### config.mk
export PLATFORM = sky130hd
export DESIGN_NAME = pcm_peak_to_peak_envelope_unit
export DESIGN_NICKNAME = d
export VERILOG_FILES = /design/src/design/ppe_pkg.sv /design/src/design/ppe_lane.sv /design/src/design/ppe_window.sv /design/src/design/ppe_amp.sv /design/src/design/ppe_fifo.sv /design/src/design/pcm_peak_to_peak_envelope_unit.sv
export VERILOG_INCLUDE_DIRS = /design/src /design/src/design
export SDC_FILE = /design/constraint.sdc
export NUM_CORES = 2
export LEC_CHECK = 0
export ABC_CLOCK_PERIOD_IN_PS = 23400
export BUFFER_PORTS_ARGS = -buffer_cell sky130_fd_sc_hd__clkbuf_2
export CAP_MARGIN = 10
export CORE_MARGIN = 1
export CORE_UTILIZATION = 61
export CTS_BUF_LIST = sky130_fd_sc_hd__clkbuf_8
export DETAILED_ROUTE_END_ITERATION = 16
export PLACE_DENSITY = 0.74
export SKIP_CTS_REPAIR_TIMING = 1
export SYNTH_ARGS = -nofsm -noshare
export SYNTH_HDL_FRONTEND = slang
export SYNTH_SLANG_ARGS = --single-unit
### constraint.sdc
create_clock -name clk -period 23.4 [get_ports clk]
set_input_delay 0 -clock clk [delete_from_list [all_inputs] [get_ports clk]]
set_output_delay 0 -clock clk [all_outputs]
set_load 0.02 [all_outputs]
### src/design/pcm_peak_to_peak_envelope_unit_defines.svh
// Assertion macros shared by the envelope unit RTL.
// Each macro expects clk and rst_n to be visible in the calling module.
`ifndef PCM_PEAK_TO_PEAK_ENVELOPE_UNIT_DEFINES_SVH
`define PCM_PEAK_TO_PEAK_ENVELOPE_UNIT_DEFINES_SVH

// Condition must hold at every clock edge outside reset.
`define PPE_ASSERT_ALWAYS(label, expr, msg) \
    label: assert property (@(posedge clk) disable iff (!rst_n) (expr)) else $error(msg);

// Consequent must hold in the same cycle as the antecedent.
`define PPE_ASSERT_IMPLY(label, ante, cons, msg) \
    label: assert property (@(posedge clk) disable iff (!rst_n) (ante) |-> (cons)) \
        else $error(msg);

`endif

### src/design/ppe_pkg.sv
// Package for the PCM peak-to-peak envelope unit: widths, register codes,
// bundle types and the amplitude threshold tables. No dependencies.
`timescale 1ns / 1ps

package ppe_pkg;

    localparam int WINDOWS_PER_SECOND = 60;
    localparam int MIN_RATE = (WINDOWS_PER_SECOND > 60) ? WINDOWS_PER_SECOND : 60;

    localparam int RATE_W      = 18;
    localparam int ACC_W       = RATE_W + 1;
    localparam int SAMPLE_W    = 16;
    localparam int AMP_W       = 8;
    localparam int CFG_DATA_W  = 18;
    localparam int CFG_INDEX_W = 2;

    localparam logic [RATE_W-1:0] RATE_RESET = 18'd48000;

    localparam int SEARCH_STAGES = AMP_W;
    localparam int THR_DEPTH     = 1 << AMP_W;

    localparam int FIFO_DEPTH = 16;
    localparam int FIFO_PTR_W = $clog2(FIFO_DEPTH);
    localparam int FIFO_CNT_W = FIFO_PTR_W + 1;

    typedef logic [RATE_W-1:0]     rate_t;
    typedef logic [ACC_W-1:0]      acc_t;
    typedef logic [SAMPLE_W-1:0]   sample_t;
    typedef logic [AMP_W-1:0]      amp_t;
    typedef logic [FIFO_PTR_W-1:0] fifo_ptr_t;
    typedef logic [FIFO_CNT_W-1:0] fifo_cnt_t;

    typedef enum logic [CFG_INDEX_W-1:0] {
        REG_FRAME_RATE   = 2'd0,
        REG_WIDE_SAMPLES = 2'd1,
        REG_STEREO       = 2'd2
    } cfg_reg_t;

    // Running extremes of one lane or of the merged window.
    typedef struct packed {
        logic signed [SAMPLE_W-1:0] lo;
        logic signed [SAMPLE_W-1:0] hi;
    } lane_res_t;

    // What one frame asks of the amplitude stage.
    typedef struct packed {
        logic    close_en;
        logic    final_en;
        logic    zero_en;
        logic    final_last;
        logic    wide;
        sample_t d_close;
        sample_t d_final;
    } win_bundle_t;

    typedef struct packed {
        logic    close_en;
        logic    final_en;
        logic    zero_en;
        logic    final_last;
        logic    wide;
        sample_t d_close;
        sample_t d_final;
        amp_t    idx_close;
        amp_t    idx_final;
    } amp_stage_t;

    typedef struct packed {
        logic close_en;
        logic final_en;
        logic zero_en;
        logic final_last;
        amp_t amp_close;
        amp_t amp_final;
    } res_bundle_t;

    localparam real PI_VALUE = 3.14159265358979323846;

    typedef logic [SAMPLE_W-1:0] thr_tab_t [THR_DEPTH];

    // Entry k is the smallest difference whose amplitude code reaches k,
    // i.e. ceil(S * tan(k * pi / 1020)). The top entry equals S itself.
    function automatic thr_tab_t build_thr(input logic wide);
        thr_tab_t t;
        real      s;
        real      x;
        int       k;
        s = wide ? 32767.0 : 127.0;
        t[0] = '0;
        for (k = 1; k < THR_DEPTH - 1; k++) begin
            x = s * $tan(k * PI_VALUE / 1020.0);
            t[k] = SAMPLE_W'($rtoi($ceil(x)));
        end
        t[THR_DEPTH-1] = wide ? 16'd32767 : 16'd127;
        return t;
    endfunction

    localparam thr_tab_t THR_WIDE   = build_thr(1'b1);
    localparam thr_tab_t THR_NARROW = build_thr(1'b0);

endpackage

### src/design/ppe_lane.sv
// One channel lane: decodes a raw sample and folds it into the window extremes.
// Depends on ppe_pkg.
`timescale 1ns / 1ps

module ppe_lane
(
    input  ppe_pkg::sample_t   raw,
    input  logic               wide,
    input  ppe_pkg::lane_res_t base,
    input  logic               base_empty,
    output ppe_pkg::lane_res_t merged
);

    logic signed [ppe_pkg::SAMPLE_W-1:0] v;

    always_comb
    begin
        // Offset-128 bytes become two's complement by flipping the top bit.
        if (wide)
        begin
            v = $signed(raw);
        end
        else
        begin
            v = $signed({{8{~raw[7]}}, ~raw[7], raw[6:0]});
        end

        if (base_empty)
        begin
            merged.lo = v;
            merged.hi = v;
        end
        else
        begin
            merged.lo = (v < $signed(base.lo)) ? v : base.lo;
            merged.hi = (v > $signed(base.hi)) ? v : base.hi;
        end
    end

endmodule

### src/design/ppe_window.sv
// Window tracker: phase accumulator, window extremes and the merge of both lanes.
// Emits one request bundle per accepted frame. Depends on ppe_pkg and ppe_lane.
`timescale 1ns / 1ps

module ppe_window
(
    input  logic                 clk,
    input  logic                 rst_n,
    input  logic                 accept,
    input  ppe_pkg::sample_t     sample_first,
    input  ppe_pkg::sample_t     sample_second,
    input  logic                 last_frame,
    input  ppe_pkg::rate_t       frame_rate,
    input  logic                 wide_samples,
    input  logic                 stereo,
    output logic                 bundle_valid,
    output ppe_pkg::win_bundle_t bundle
);

    ppe_pkg::rate_t       phase_reg, phase_next;
    logic signed [ppe_pkg::SAMPLE_W-1:0] low_reg, low_next, high_reg, high_next;
    logic                 empty_reg, empty_next;
    logic                 seen_reg, seen_next;
    logic                 bundle_valid_reg;
    ppe_pkg::win_bundle_t bundle_reg, bundle_next;

    ppe_pkg::acc_t        acc, acc_wrap, acc_trail, rate_ext;
    ppe_pkg::rate_t       phase_step;
    logic                 closing, trailing, base_empty;
    ppe_pkg::lane_res_t   base, lane0, lane1, merged;

    ppe_lane u_lane0
    (
        .raw        (sample_first),
        .wide       (wide_samples),
        .base       (base),
        .base_empty (base_empty),
        .merged     (lane0)
    );

    ppe_lane u_lane1
    (
        .raw        (sample_second),
        .wide       (wide_samples),
        .base       (base),
        .base_empty (base_empty),
        .merged     (lane1)
    );

    always_comb
    begin
        rate_ext = {1'b0, frame_rate};
        acc      = {1'b0, phase_reg} + ppe_pkg::acc_t'(ppe_pkg::WINDOWS_PER_SECOND);
        closing  = seen_reg && (acc >= rate_ext);
        acc_wrap = acc - rate_ext;

        if (!seen_reg)
        begin
            phase_step = '0;
        end
        else if (closing)
        begin
            // A rate lowered under the phase wraps it to zero.
            phase_step = (acc_wrap >= rate_ext) ? '0 : acc_wrap[ppe_pkg::RATE_W-1:0];
        end
        else
        begin
            phase_step = acc[ppe_pkg::RATE_W-1:0];
        end

        base.lo    = low_reg;
        base.hi    = high_reg;
        base_empty = empty_reg || closing;

        // Merge stage: both lanes start from the same base, so the extremes combine.
        merged.lo = (stereo && ($signed(lane1.lo) < $signed(lane0.lo))) ? lane1.lo : lane0.lo;
        merged.hi = (stereo && ($signed(lane1.hi) > $signed(lane0.hi))) ? lane1.hi : lane0.hi;

        acc_trail = {1'b0, phase_step} + ppe_pkg::acc_t'(ppe_pkg::WINDOWS_PER_SECOND);
        trailing  = acc_trail >= rate_ext;

        bundle_next.close_en   = closing;
        bundle_next.final_en   = last_frame;
        bundle_next.zero_en    = last_frame && trailing;
        bundle_next.final_last = !trailing;
        bundle_next.wide       = wide_samples;
        bundle_next.d_close    = (!empty_reg && (high_reg > low_reg)) ?
                                 ppe_pkg::sample_t'(high_reg - low_reg) : '0;
        bundle_next.d_final    = ($signed(merged.hi) > $signed(merged.lo)) ?
                                 ppe_pkg::sample_t'(merged.hi - merged.lo) : '0;

        phase_next = phase_reg;
        low_next   = low_reg;
        high_next  = high_reg;
        empty_next = empty_reg;
        seen_next  = seen_reg;
        if (accept)
        begin
            if (last_frame)
            begin
                phase_next = '0;
                low_next   = '0;
                high_next  = '0;
                empty_next = 1'b1;
                seen_next  = 1'b0;
            end
            else
            begin
                phase_next = phase_step;
                low_next   = merged.lo;
                high_next  = merged.hi;
                empty_next = 1'b0;
                seen_next  = 1'b1;
            end
        end
    end

    always_ff @(posedge clk or negedge rst_n)
    begin
        if (!rst_n)
        begin
            phase_reg        <= '0;
            low_reg          <= '0;
            high_reg         <= '0;
            empty_reg        <= 1'b1;
            seen_reg         <= 1'b0;
            bundle_valid_reg <= 1'b0;
        end
        else
        begin
            phase_reg        <= phase_next;
            low_reg          <= low_next;
            high_reg         <= high_next;
            empty_reg        <= empty_next;
            seen_reg         <= seen_next;
            bundle_valid_reg <= accept;
        end
    end

    always_ff @(posedge clk)
    begin
        bundle_reg <= bundle_next;
    end

    assign bundle_valid = bundle_valid_reg;
    assign bundle       = bundle_reg;

endmodule

### src/design/ppe_amp.sv
// Amplitude stage: binary search of the threshold tables, one bit per pipeline
// stage, for the closing and the final window side by side. Depends on ppe_pkg.
`timescale 1ns / 1ps

module ppe_amp
(
    input  logic                 clk,
    input  logic                 rst_n,
    input  logic                 in_valid,
    input  ppe_pkg::win_bundle_t in_bundle,
    output logic                 out_valid,
    output ppe_pkg::res_bundle_t out_res
);

    ppe_pkg::amp_stage_t stage_reg  [ppe_pkg::SEARCH_STAGES];
    ppe_pkg::amp_stage_t stage_next [ppe_pkg::SEARCH_STAGES];
    logic [ppe_pkg::SEARCH_STAGES-1:0] valid_reg;
    ppe_pkg::amp_stage_t stage_in;

    function automatic ppe_pkg::amp_t search_step(input ppe_pkg::amp_t idx,
                                                  input ppe_pkg::sample_t d,
                                                  input logic wide,
                                                  input logic [2:0] bit_pos);
        ppe_pkg::amp_t    cand;
        ppe_pkg::sample_t thr;
        cand = idx | (ppe_pkg::amp_t'(1) << bit_pos);
        thr  = wide ? ppe_pkg::THR_WIDE[cand] : ppe_pkg::THR_NARROW[cand];
        return (thr <= d) ? cand : idx;
    endfunction

    always_comb
    begin
        stage_in.close_en   = in_bundle.close_en;
        stage_in.final_en   = in_bundle.final_en;
        stage_in.zero_en    = in_bundle.zero_en;
        stage_in.final_last = in_bundle.final_last;
        stage_in.wide       = in_bundle.wide;
        stage_in.d_close    = in_bundle.d_close;
        stage_in.d_final    = in_bundle.d_final;
        stage_in.idx_close  = '0;
        stage_in.idx_final  = '0;

        for (int j = 0; j < ppe_pkg::SEARCH_STAGES; j++)
        begin
            stage_next[j] = (j == 0) ? stage_in : stage_reg[(j == 0) ? 0 : j - 1];
            stage_next[j].idx_close = search_step(stage_next[j].idx_close,
                                                  stage_next[j].d_close, stage_next[j].wide,
                                                  3'(ppe_pkg::SEARCH_STAGES - 1 - j));
            stage_next[j].idx_final = search_step(stage_next[j].idx_final,
                                                  stage_next[j].d_final, stage_next[j].wide,
                                                  3'(ppe_pkg::SEARCH_STAGES - 1 - j));
        end
    end

    always_ff @(posedge clk or negedge rst_n)
    begin
        if (!rst_n)
        begin
            valid_reg <= '0;
        end
        else
        begin
            valid_reg <= {valid_reg[ppe_pkg::SEARCH_STAGES-2:0], in_valid};
        end
    end

    always_ff @(posedge clk)
    begin
        for (int j = 0; j < ppe_pkg::SEARCH_STAGES; j++)
        begin
            stage_reg[j] <= stage_next[j];
        end
    end

    assign out_valid          = valid_reg[ppe_pkg::SEARCH_STAGES-1];
    assign out_res.close_en   = stage_reg[ppe_pkg::SEARCH_STAGES-1].close_en;
    assign out_res.final_en   = stage_reg[ppe_pkg::SEARCH_STAGES-1].final_en;
    assign out_res.zero_en    = stage_reg[ppe_pkg::SEARCH_STAGES-1].zero_en;
    assign out_res.final_last = stage_reg[ppe_pkg::SEARCH_STAGES-1].final_last;
    assign out_res.amp_close  = stage_reg[ppe_pkg::SEARCH_STAGES-1].idx_close;
    assign out_res.amp_final  = stage_reg[ppe_pkg::SEARCH_STAGES-1].idx_final;

endmodule

### src/design/ppe_fifo.sv
// Result queue: holds per-frame result bundles, sends them out one result per
// transfer and keeps the credit count that throttles the input. Depends on ppe_pkg.
`timescale 1ns / 1ps
`include "pcm_peak_to_peak_envelope_unit_defines.svh"

module ppe_fifo
(
    input  logic                 clk,
    input  logic                 rst_n,
    input  logic                 in_valid,
    input  ppe_pkg::res_bundle_t in_res,
    input  logic                 issue,
    output logic                 can_accept,
    output logic                 m_tvalid,
    input  logic                 m_tready,
    output ppe_pkg::amp_t        m_tdata,
    output logic                 m_tlast
);

    ppe_pkg::res_bundle_t mem_reg [ppe_pkg::FIFO_DEPTH];
    ppe_pkg::fifo_ptr_t   wr_ptr_reg, wr_ptr_next, rd_ptr_reg, rd_ptr_next;
    ppe_pkg::fifo_cnt_t   count_reg, count_next, credit_reg, credit_next;
    logic [2:0]           done_reg, done_next;

    ppe_pkg::res_bundle_t head;
    logic [2:0]           head_en, pending, cur;
    logic                 push, drop, xfer, pop;

    always_comb
    begin
        head    = mem_reg[rd_ptr_reg];
        head_en = {head.zero_en, head.final_en, head.close_en};
        pending = head_en & ~done_reg;

        // Results leave in order: closing window, final window, trailing empty one.
        priority if (pending[0])
        begin
            cur     = 3'b001;
            m_tdata = head.amp_close;
            m_tlast = 1'b0;
        end
        else if (pending[1])
        begin
            cur     = 3'b010;
            m_tdata = head.amp_final;
            m_tlast = head.final_last;
        end
        else
        begin
            cur     = 3'b100;
            m_tdata = '0;
            m_tlast = 1'b1;
        end

        m_tvalid = (count_reg != '0);
        xfer     = m_tvalid && m_tready;
        pop      = xfer && ((pending & ~cur) == 3'b000);
        push     = in_valid && (in_res.close_en || in_res.final_en || in_res.zero_en);
        drop     = in_valid && !(in_res.close_en || in_res.final_en || in_res.zero_en);

        done_next = done_reg;
        if (pop)
        begin
            done_next = 3'b000;
        end
        else if (xfer)
        begin
            done_next = done_reg | cur;
        end

        wr_ptr_next = push ? wr_ptr_reg + ppe_pkg::fifo_ptr_t'(1) : wr_ptr_reg;
        rd_ptr_next = pop ? rd_ptr_reg + ppe_pkg::fifo_ptr_t'(1) : rd_ptr_reg;
        count_next  = count_reg + ppe_pkg::fifo_cnt_t'(push) - ppe_pkg::fifo_cnt_t'(pop);
        // A frame holds its credit from acceptance until its bundle is gone.
        credit_next = credit_reg + ppe_pkg::fifo_cnt_t'(issue)
                      - ppe_pkg::fifo_cnt_t'(pop) - ppe_pkg::fifo_cnt_t'(drop);

        can_accept = credit_reg < ppe_pkg::fifo_cnt_t'(ppe_pkg::FIFO_DEPTH);
    end

    always_ff @(posedge clk or negedge rst_n)
    begin
        if (!rst_n)
        begin
            wr_ptr_reg <= '0;
            rd_ptr_reg <= '0;
            count_reg  <= '0;
            credit_reg <= '0;
            done_reg   <= 3'b000;
        end
        else
        begin
            wr_ptr_reg <= wr_ptr_next;
            rd_ptr_reg <= rd_ptr_next;
            count_reg  <= count_next;
            credit_reg <= credit_next;
            done_reg   <= done_next;
        end
    end

    always_ff @(posedge clk)
    begin
        if (push)
        begin
            mem_reg[wr_ptr_reg] <= in_res;
        end
    end

    `PPE_ASSERT_ALWAYS(a_credit_bound, credit_reg <= ppe_pkg::fifo_cnt_t'(ppe_pkg::FIFO_DEPTH), "credit count above queue depth")
    `PPE_ASSERT_ALWAYS(a_count_in_credit, count_reg <= credit_reg, "queued bundles not covered by credits")
    `PPE_ASSERT_IMPLY(a_head_pending, m_tvalid, pending != 3'b000, "head bundle has no result left")

endmodule

### src/design/pcm_peak_to_peak_envelope_unit.sv
// PCM peak-to-peak envelope unit: top level with configuration registers.
// A frame's result passes the window bundle register, the amplitude search stages and
// the result queue before m_tvalid rises.
// Throughput: one frame per cycle while s_tready is high, results one per cycle while
// m_tready is high; up to sixteen frames in flight before s_tready drops (queue credits).
// Reset (rst_n, asynchronous, active low) empties the pipeline and restores the registers.
`timescale 1ns / 1ps

module pcm_peak_to_peak_envelope_unit
(
    input  logic                               clk,
    input  logic                               rst_n,
    input  logic                               cfg_wr_en,
    input  logic [ppe_pkg::CFG_INDEX_W-1:0]    cfg_index,
    input  logic [ppe_pkg::CFG_DATA_W-1:0]     cfg_data,
    input  logic                               s_tvalid,
    output logic                               s_tready,
    input  logic [31:0]                        s_tdata,  // sample_first, sample_second
    input  logic                               s_tlast,  // last_frame
    output logic                               m_tvalid,
    input  logic                               m_tready,
    output logic [7:0]                         m_tdata,  // amplitude
    output logic                               m_tlast   // last_window
);

    ppe_pkg::rate_t       rate_reg;
    logic                 wide_reg;
    logic                 stereo_reg;

    logic                 accept;
    logic                 can_accept;
    logic                 bundle_valid;
    ppe_pkg::win_bundle_t bundle;
    logic                 res_valid;
    ppe_pkg::res_bundle_t res;

    assign s_tready = can_accept;
    assign accept   = s_tvalid && can_accept;

    always_ff @(posedge clk or negedge rst_n)
    begin
        if (!rst_n)
        begin
            rate_reg   <= ppe_pkg::RATE_RESET;
            wide_reg   <= 1'b1;
            stereo_reg <= 1'b0;
        end
        else if (cfg_wr_en)
        begin
            unique case (cfg_index)
                ppe_pkg::REG_FRAME_RATE:
                begin
                    rate_reg <= (cfg_data < ppe_pkg::CFG_DATA_W'(ppe_pkg::MIN_RATE)) ?
                                ppe_pkg::rate_t'(ppe_pkg::MIN_RATE) : cfg_data;
                end
                ppe_pkg::REG_WIDE_SAMPLES:
                begin
                    wide_reg <= cfg_data[0];
                end
                ppe_pkg::REG_STEREO:
                begin
                    stereo_reg <= cfg_data[0];
                end
                default:
                begin
                    rate_reg <= rate_reg;
                end
            endcase
        end
    end

    ppe_window u_window
    (
        .clk           (clk),
        .rst_n         (rst_n),
        .accept        (accept),
        .sample_first  (s_tdata[15:0]),
        .sample_second (s_tdata[31:16]),
        .last_frame    (s_tlast),
        .frame_rate    (rate_reg),
        .wide_samples  (wide_reg),
        .stereo        (stereo_reg),
        .bundle_valid  (bundle_valid),
        .bundle        (bundle)
    );

    ppe_amp u_amp
    (
        .clk       (clk),
        .rst_n     (rst_n),
        .in_valid  (bundle_valid),
        .in_bundle (bundle),
        .out_valid (res_valid),
        .out_res   (res)
    );

    ppe_fifo u_fifo
    (
        .clk        (clk),
        .rst_n      (rst_n),
        .in_valid   (res_valid),
        .in_res     (res),
        .issue      (accept),
        .can_accept (can_accept),
        .m_tvalid   (m_tvalid),
        .m_tready   (m_tready),
        .m_tdata    (m_tdata),
        .m_tlast    (m_tlast)
    );

endmodule

-- Word level (Yosys, flattened, before mapping)
Memory sizes are Yosys's and may differ from the RTL's.
Cells that the tools add are included.
- flip-flop bits (word level): 139
- RAM bits: 744
- ROM bits: 114688
- word-level logic and storage cells: 269
- memories: 30
- $add $sub $neg: 12
- $lt $le $gt $ge: 43
- equality and inequality tests: 2
- muxes and demuxes: 116
- bitwise gates (word level): 21
- reduce and logical (&&, ||, !) cells: 23
- memory list (name ; words ; bits a word ; rd ports ; clocked after memory_dff ; write ports ; line ; source):
    (name not given) ; 256 ; 16 ; 1 ; 0 ; 0 ; ppe_amp.sv:27 ; thr = wide ? ppe_pkg::THR_WIDE[cand] : ppe_pkg::THR_NARROW[cand];
    (name not given) ; 256 ; 16 ; 1 ; 0 ; 0 ; ppe_amp.sv:27 ;
    (name not given) ; 256 ; 16 ; 1 ; 0 ; 0 ; ppe_amp.sv:27 ;
    (name not given) ; 256 ; 16 ; 1 ; 0 ; 0 ; ppe_amp.sv:27 ;
    (name not given) ; 256 ; 16 ; 1 ; 0 ; 0 ; ppe_amp.sv:27 ;
    (name not given) ; 256 ; 16 ; 1 ; 0 ; 0 ; ppe_amp.sv:27 ;
    24 more memories ; -- ; -- ; -- ; -- ; -- ; -- ;
- operator list (operator ; number):
    $mux W16 ; 80
    $le A16 B16 Y1 ; 16
    $ge A9 B9 Y1 const B ; 14
    $not A8 Y9 ; 14
    $mux W18 ; 5
    $gt A16 B16 Y1 ; 5
    $mux W32 ; 2
    $ge A19 B18 Y1 ; 3
    $lt A16 B16 Y1 ; 3
    $add A18 B6 Y19 const B ; 2
    $mux W8 ; 4
    $sub A16 B16 Y16 ; 2
    $sub A19 B18 Y19 ; 1
    $lt A18 B6 Y1 const B ; 1
    $mux W3 ; 6
    $sub A5 B1 Y5 ; 3
    $mux W14 ; 1
    $mux W7 ; 2
    $mux W6 ; 2
    $add A5 B1 Y5 ; 2
    $logic_and A1 B1 Y1 ; 10
    $mux W5 ; 2
    $add A4 B1 Y4 const B ; 2
    $mux W1 ; 8
    other kinds (16) ; 27

-- Logic depth before layout (Yosys ltp)
- depth in word-level cells: 10
- depth in mapped cells: 46
- depth with buffers taken out: 41

-- Cells and area by module
A second synthesis with hierarchy kept.
- cell total of the unflattened synthesis: 5400
- area, all modules: 51712.1 sq um
- modules (own cells, without submodules) (module ; times used ; cells each ; area each (sq um) ; seq. area each (sq um)):
    ppe_amp ; 1 ; 3442 ; 26459.1 ; 6906.6
    ppe_fifo ; 1 ; 646 ; 13503.0 ; 10134.7
    ppe_window ; 1 ; 931 ; 8237.9 ; 2068.2
    ppe_lane ; 2 ; 160 ; 1333.8 ; 0.0
    pcm_peak_to_peak_envelope_unit ; 1 ; 61 ; 844.6 ; 510.5

-- Least setup slack after synthesis
Ideal clock, no wire load.
- kind: flip-flop to flip-flop
- start point: register u_window.phase_reg[2]
- end point: register u_window.bundle_reg (netlist bit u_window.bundle[10])
- setup time: 0.128 ns
- arrival time: 7.873 ns
- required time: 23.272 ns
- setup slack: 15.400 ns
- stages on the path, launching flop included: 42
- path buffers: 4
- clock period less this slack: 8.000 ns
- path through: dfrtp_1 > or4_1 > and3_1 > nor2b_1 > xor2_1 > ha_1 > and3_2 > nand3_2 > nand2b_1 > a21o_1 > a31oi_2 > nor2_2 > o21ai_4 > clkbuf_1 > mux2_2 > ha_1 > a21o_1 > a21o_1 > (+6 left out) > clkbuf_1 > buf_2 > a22o_1 > a21oi_1 > ha_1 > fa_1 > nor2b_1 > o21ai_1 > a21boi_0 > o21ai_0 > a21boi_1 > o211ai_1 > a21boi_1 > o21ai_0 > nand2b_1 > a41oi_1 > clkbuf_1 > nor2_1
- RTL lines (what ; line ; source):
    start, declared ; ppe_window.sv:20 ; ppe_pkg::rate_t phase_reg, phase_next;
    start signal, assigned ; ppe_window.sv:131 ; phase_reg <= phase_next;
    end signal, assigned ; ppe_window.sv:142 ; bundle_reg <= bundle_next;
    end, declared ; ppe_window.sv:25 ; ppe_pkg::win_bundle_t bundle_reg, bundle_next;

-- Final worst setup path
- start point: register u_window.phase_reg[2]
- end point: register u_window.bundle_reg (netlist bit u_window.bundle[4])
- word-level cells in the longest chain between the ends: 9
- elaborated cells between the ends (all ways): 14
- RTL lines (what ; line ; source):
    $add A18 B6 Y19 * ; ppe_window.sv:53 ; acc = {1'b0, phase_reg} + ppe_pkg::acc_t'(ppe_pkg::WINDOWS_PER_SECOND);
    $ge A19 B18 Y1 * ; ppe_window.sv:54 ; closing = seen_reg && (acc >= rate_ext);
    $logic_and A1 B1 Y1 * ; ppe_window.sv:54 ;
    $logic_or A1 B1 Y1 * ; ppe_window.sv:73 ; base_empty = empty_reg || closing;
    $mux W32 ; ppe_lane.sv:28 ; if (base_empty)
    $gt A16 B16 Y1 or $lt A16 B16 Y1 (tied branches) ; ppe_window.sv:77, ppe_window.sv:76 ;
    $logic_and A1 B1 Y1, on equally long branches ; ppe_window.sv:77, ppe_window.sv:76 ;
    $mux W16, on equally long branches ; ppe_window.sv:77, ppe_window.sv:76 ;
    $sub A16 B16 Y16 or $gt A16 B16 Y1 (tied branches) ; ppe_window.sv:90, ppe_window.sv:89 ;
Mark *: on every way between the ends. The rest lies on a longest branch, timed or not.
A chain may end at the register's enable or synchronous reset.

==> results.ini <==
[timing]
worstMarginPinSlew_ns = 1.13
finalHoldViolations = 0
setup_violations = 0
setup-tns-final_ns = 0
fin_crit_ns = 9.59
maxSlewViolCount = 0
clock_skew_ns = 0.0679
fin_crit_sh_pct = 41.0
clock.fmax_ghz = 0.104
max_slew_margin_pct = 24.8
grt_setup_unrepaired = no
worst_slack_ns = 13.81

[route]
wl_per_cell_microns = 20.7
dr_wl_met2_microns = 64300
route.met3.wl_microns = 11000
routed_wl_microns = 138000
drt_first_pass_iters = 8
drtIter0Drc = 5024
highest_layer = met5
ant_nets = 0
via_count = 42400
drc = 0
vias_per_cell = 6.36
wl_met1_microns = 57800

[layout]
fillCellCount = 6650
syn_to_final_growth_pct = 9.71
final_common_cell = ha_1
largest_reg_flops = 335
drive_above_1_share_pct = 10.1
fin_cells = 6667
final_net_count = 6076
layout_common_cells = ha_1, inv_1, nand2_1
final_util_pct = 67.7

[setup_path]
slowest_stage = nor2_4
cp_max_fo = 17
cp-start-kind = register
reg2reg_from = u_window.phase_reg[2]
cp-startpoint = u_window.phase_reg[2]
slowest_delay_ns = 0.57
cp.required_ns = 24.07
regToRegSetupSlack_ns = 13.81
crit_top_cell = ha_1
r2r_end = u_window.bundle[4]
reg2reg_depth = 42
critPathKind = reg2reg
end_kind = register
arrival_ns = 10.26

[global_route]
grt_max_degree = 113
track_usage_pct = 31.7
grt_pass1_wl_microns = 215000
antenna_found_initial = 4
grt_overflow = 0
grt_pass1_vias = 39400

[placement]
gp_congestion = 1.00
port_buffers = 68
placed_cells = 6328
pre_cts_ws_ns = 14.05
dp_hpwl_microns = 94900

[worst_hold_path]
hold_path_class = in2reg
hold_start = s_tdata[17]
whs_path_depth = 5
hold_path_end = u_window.low_reg[1]

[floorplanning]
die-height_microns = 290
die-area_sq_mm = 0.0840
start_util_pct = 61.7
core-area_sq_mm = 0.0820
rows = 105
ios = 69
die_w_microns = 290

[job]
drv_cap = 0

[pwr]
power_leakage_uw = 0.0230
p_per_area_mw_per_mm2 = 162
vdd_drop_max_mv = 0.106

[clock_tree]
clock-root-buffer = clkbuf_8
cts.path.max_buffers = 3
cts-htree-levels = 3
clock_latency_ns = 0.78
numCtsBuffers = 121
cts.sinks = 794
clk_pin_slew_ns = 0.06
cts_tree = yes

[logic_synthesis]
synthDistinctLibCells = 107
synth_flop_cell = dfxtp_1
synth_nets = 6026
yosys_warnings = 0
synth.cell_area_sq_mm = 0.0506
syn_inst = 5435
synth-edff-count = 320
syn_avg_cell_area_sq_um = 9.30
async_reset_ff_share_pct = 12.8
synth-seq-cells = 794
seq_area_frac_synth_pct = 38.8

[status]
status = finished, final reports clean

## Yosys cell counts, drive strengths merged (27+ instances only)
library cell | n | area share [%]
edfxtp | 320 | 19
o22ai | 72 | 0.89
o21ai | 453 | 4.5
dfrtp | 93 | 4.6
a21o | 87 | 1.3
nor3 | 101 | 1.0
inv | 427 | 3.2
nor2b | 89 | 1.1
a21oi | 435 | 4.3
nand3 | 75 | 0.76
xor2 | 27 | 0.48
nand4 | 71 | 0.88
buf | 64 | 0.55
ha | 527 | 13
mux2i | 73 | 1.4
o211ai | 63 | 0.94
o31ai | 28 | 0.43
and2 | 43 | 0.53
mux4 | 123 | 5.5
nand2 | 456 | 3.4
nor2 | 435 | 3.3
nand2b | 93 | 1.2
o21a | 50 | 0.74
dfxtp | 372 | 15
xnor2 | 56 | 0.97
a31oi | 64 | 0.80
clkbuf | 251 | 1.9
a211oi | 73 | 1.1
## metal layers
layer  vias to the layer above  GRT usage, %
li1                      19900             -
met1                     20000          43.3
met2                      2014          50.8
met3                       396          4.95
met4                         2          12.2
met5                         -             0
## worst max-delay path, delay by kind of cell, from the launching register on
| kind | cells | cell delay, ns |
|---|---|---|
| DFF | 1 | 0.40 |
| AOI/OAI and AO/OA | 18 | 3.55 |
| buffers and inverters | 5 | 0.84 |
| and+or+nand+nor | 11 | 2.53 |
| xor gates and xnor gates | 1 | 0.24 |
| adders and majority gates | 5 | 1.48 |
| muxes | 2 | 0.44 |
## final cells by class
class / instances / area [sq um] / area share [%]
multi-input cells: 3891 / 28100 / 50.7
flip-flops and latches: 794 / 19700 / 35.4
clock buffers: 151 / 2080 / 3.75
repair buffers: 242 / 1930 / 3.47
inverters: 435 / 1630 / 2.94
well taps: 1070 / 1340 / 2.41
clock inverters: 81 / 734 / 1.32
diodes: 3 / 7.51 / 0.0135
## where the power goes
part,switching (uW),leakage [uW],total [uW],internal (uW)
Clock,570,0.00159,1270,705
Combinational,3270,0.0143,5500,2230
Sequential,387,0.00717,2220,1830
## worst max-delay path by stage
stage	slack, ns	cells past startpoint	to
3_5_place_dp	14.05	42	u_window.bundle[4]
5_1_grt	12.98	42	u_window.bundle[4]
4_1_cts	13.98	42	u_window.bundle[2]
3_3_place_gp	14.26	42	u_window.bundle[2]
6_report	13.81	42	u_window.bundle[4]
2_1_floorplan	15.40	41	u_window.bundle[10]
## stage by stage
step	cell area [sq um]	hold WS, ns	total power (uW)
floorplan	50600	-0.296	6190
global placement	51600	0.0527	7470
detailed placement	51600	0.0526	7560
CTS	54400	-0.805	8860
global route	55500	0.0318	9740
finish	55500	0.0130	8990
## cell families (layout without fill, tap and decap cells)
group | Yosys count | in the layout | share of synthesized area (%)
fa+ha+maj | 534 | 534 | 13.3
other cells | 0 | 3 | 0
mux | 219 | 219 | 7.44
simple gates | 1485 | 1485 | 13.9
xor+xnor | 83 | 83 | 1.45
compound gates | 1570 | 1570 | 19.4
buf+inv | 750 | 909 | 5.64
flops | 794 | 794 | 38.8
Power figures use the tool's default switching activity.
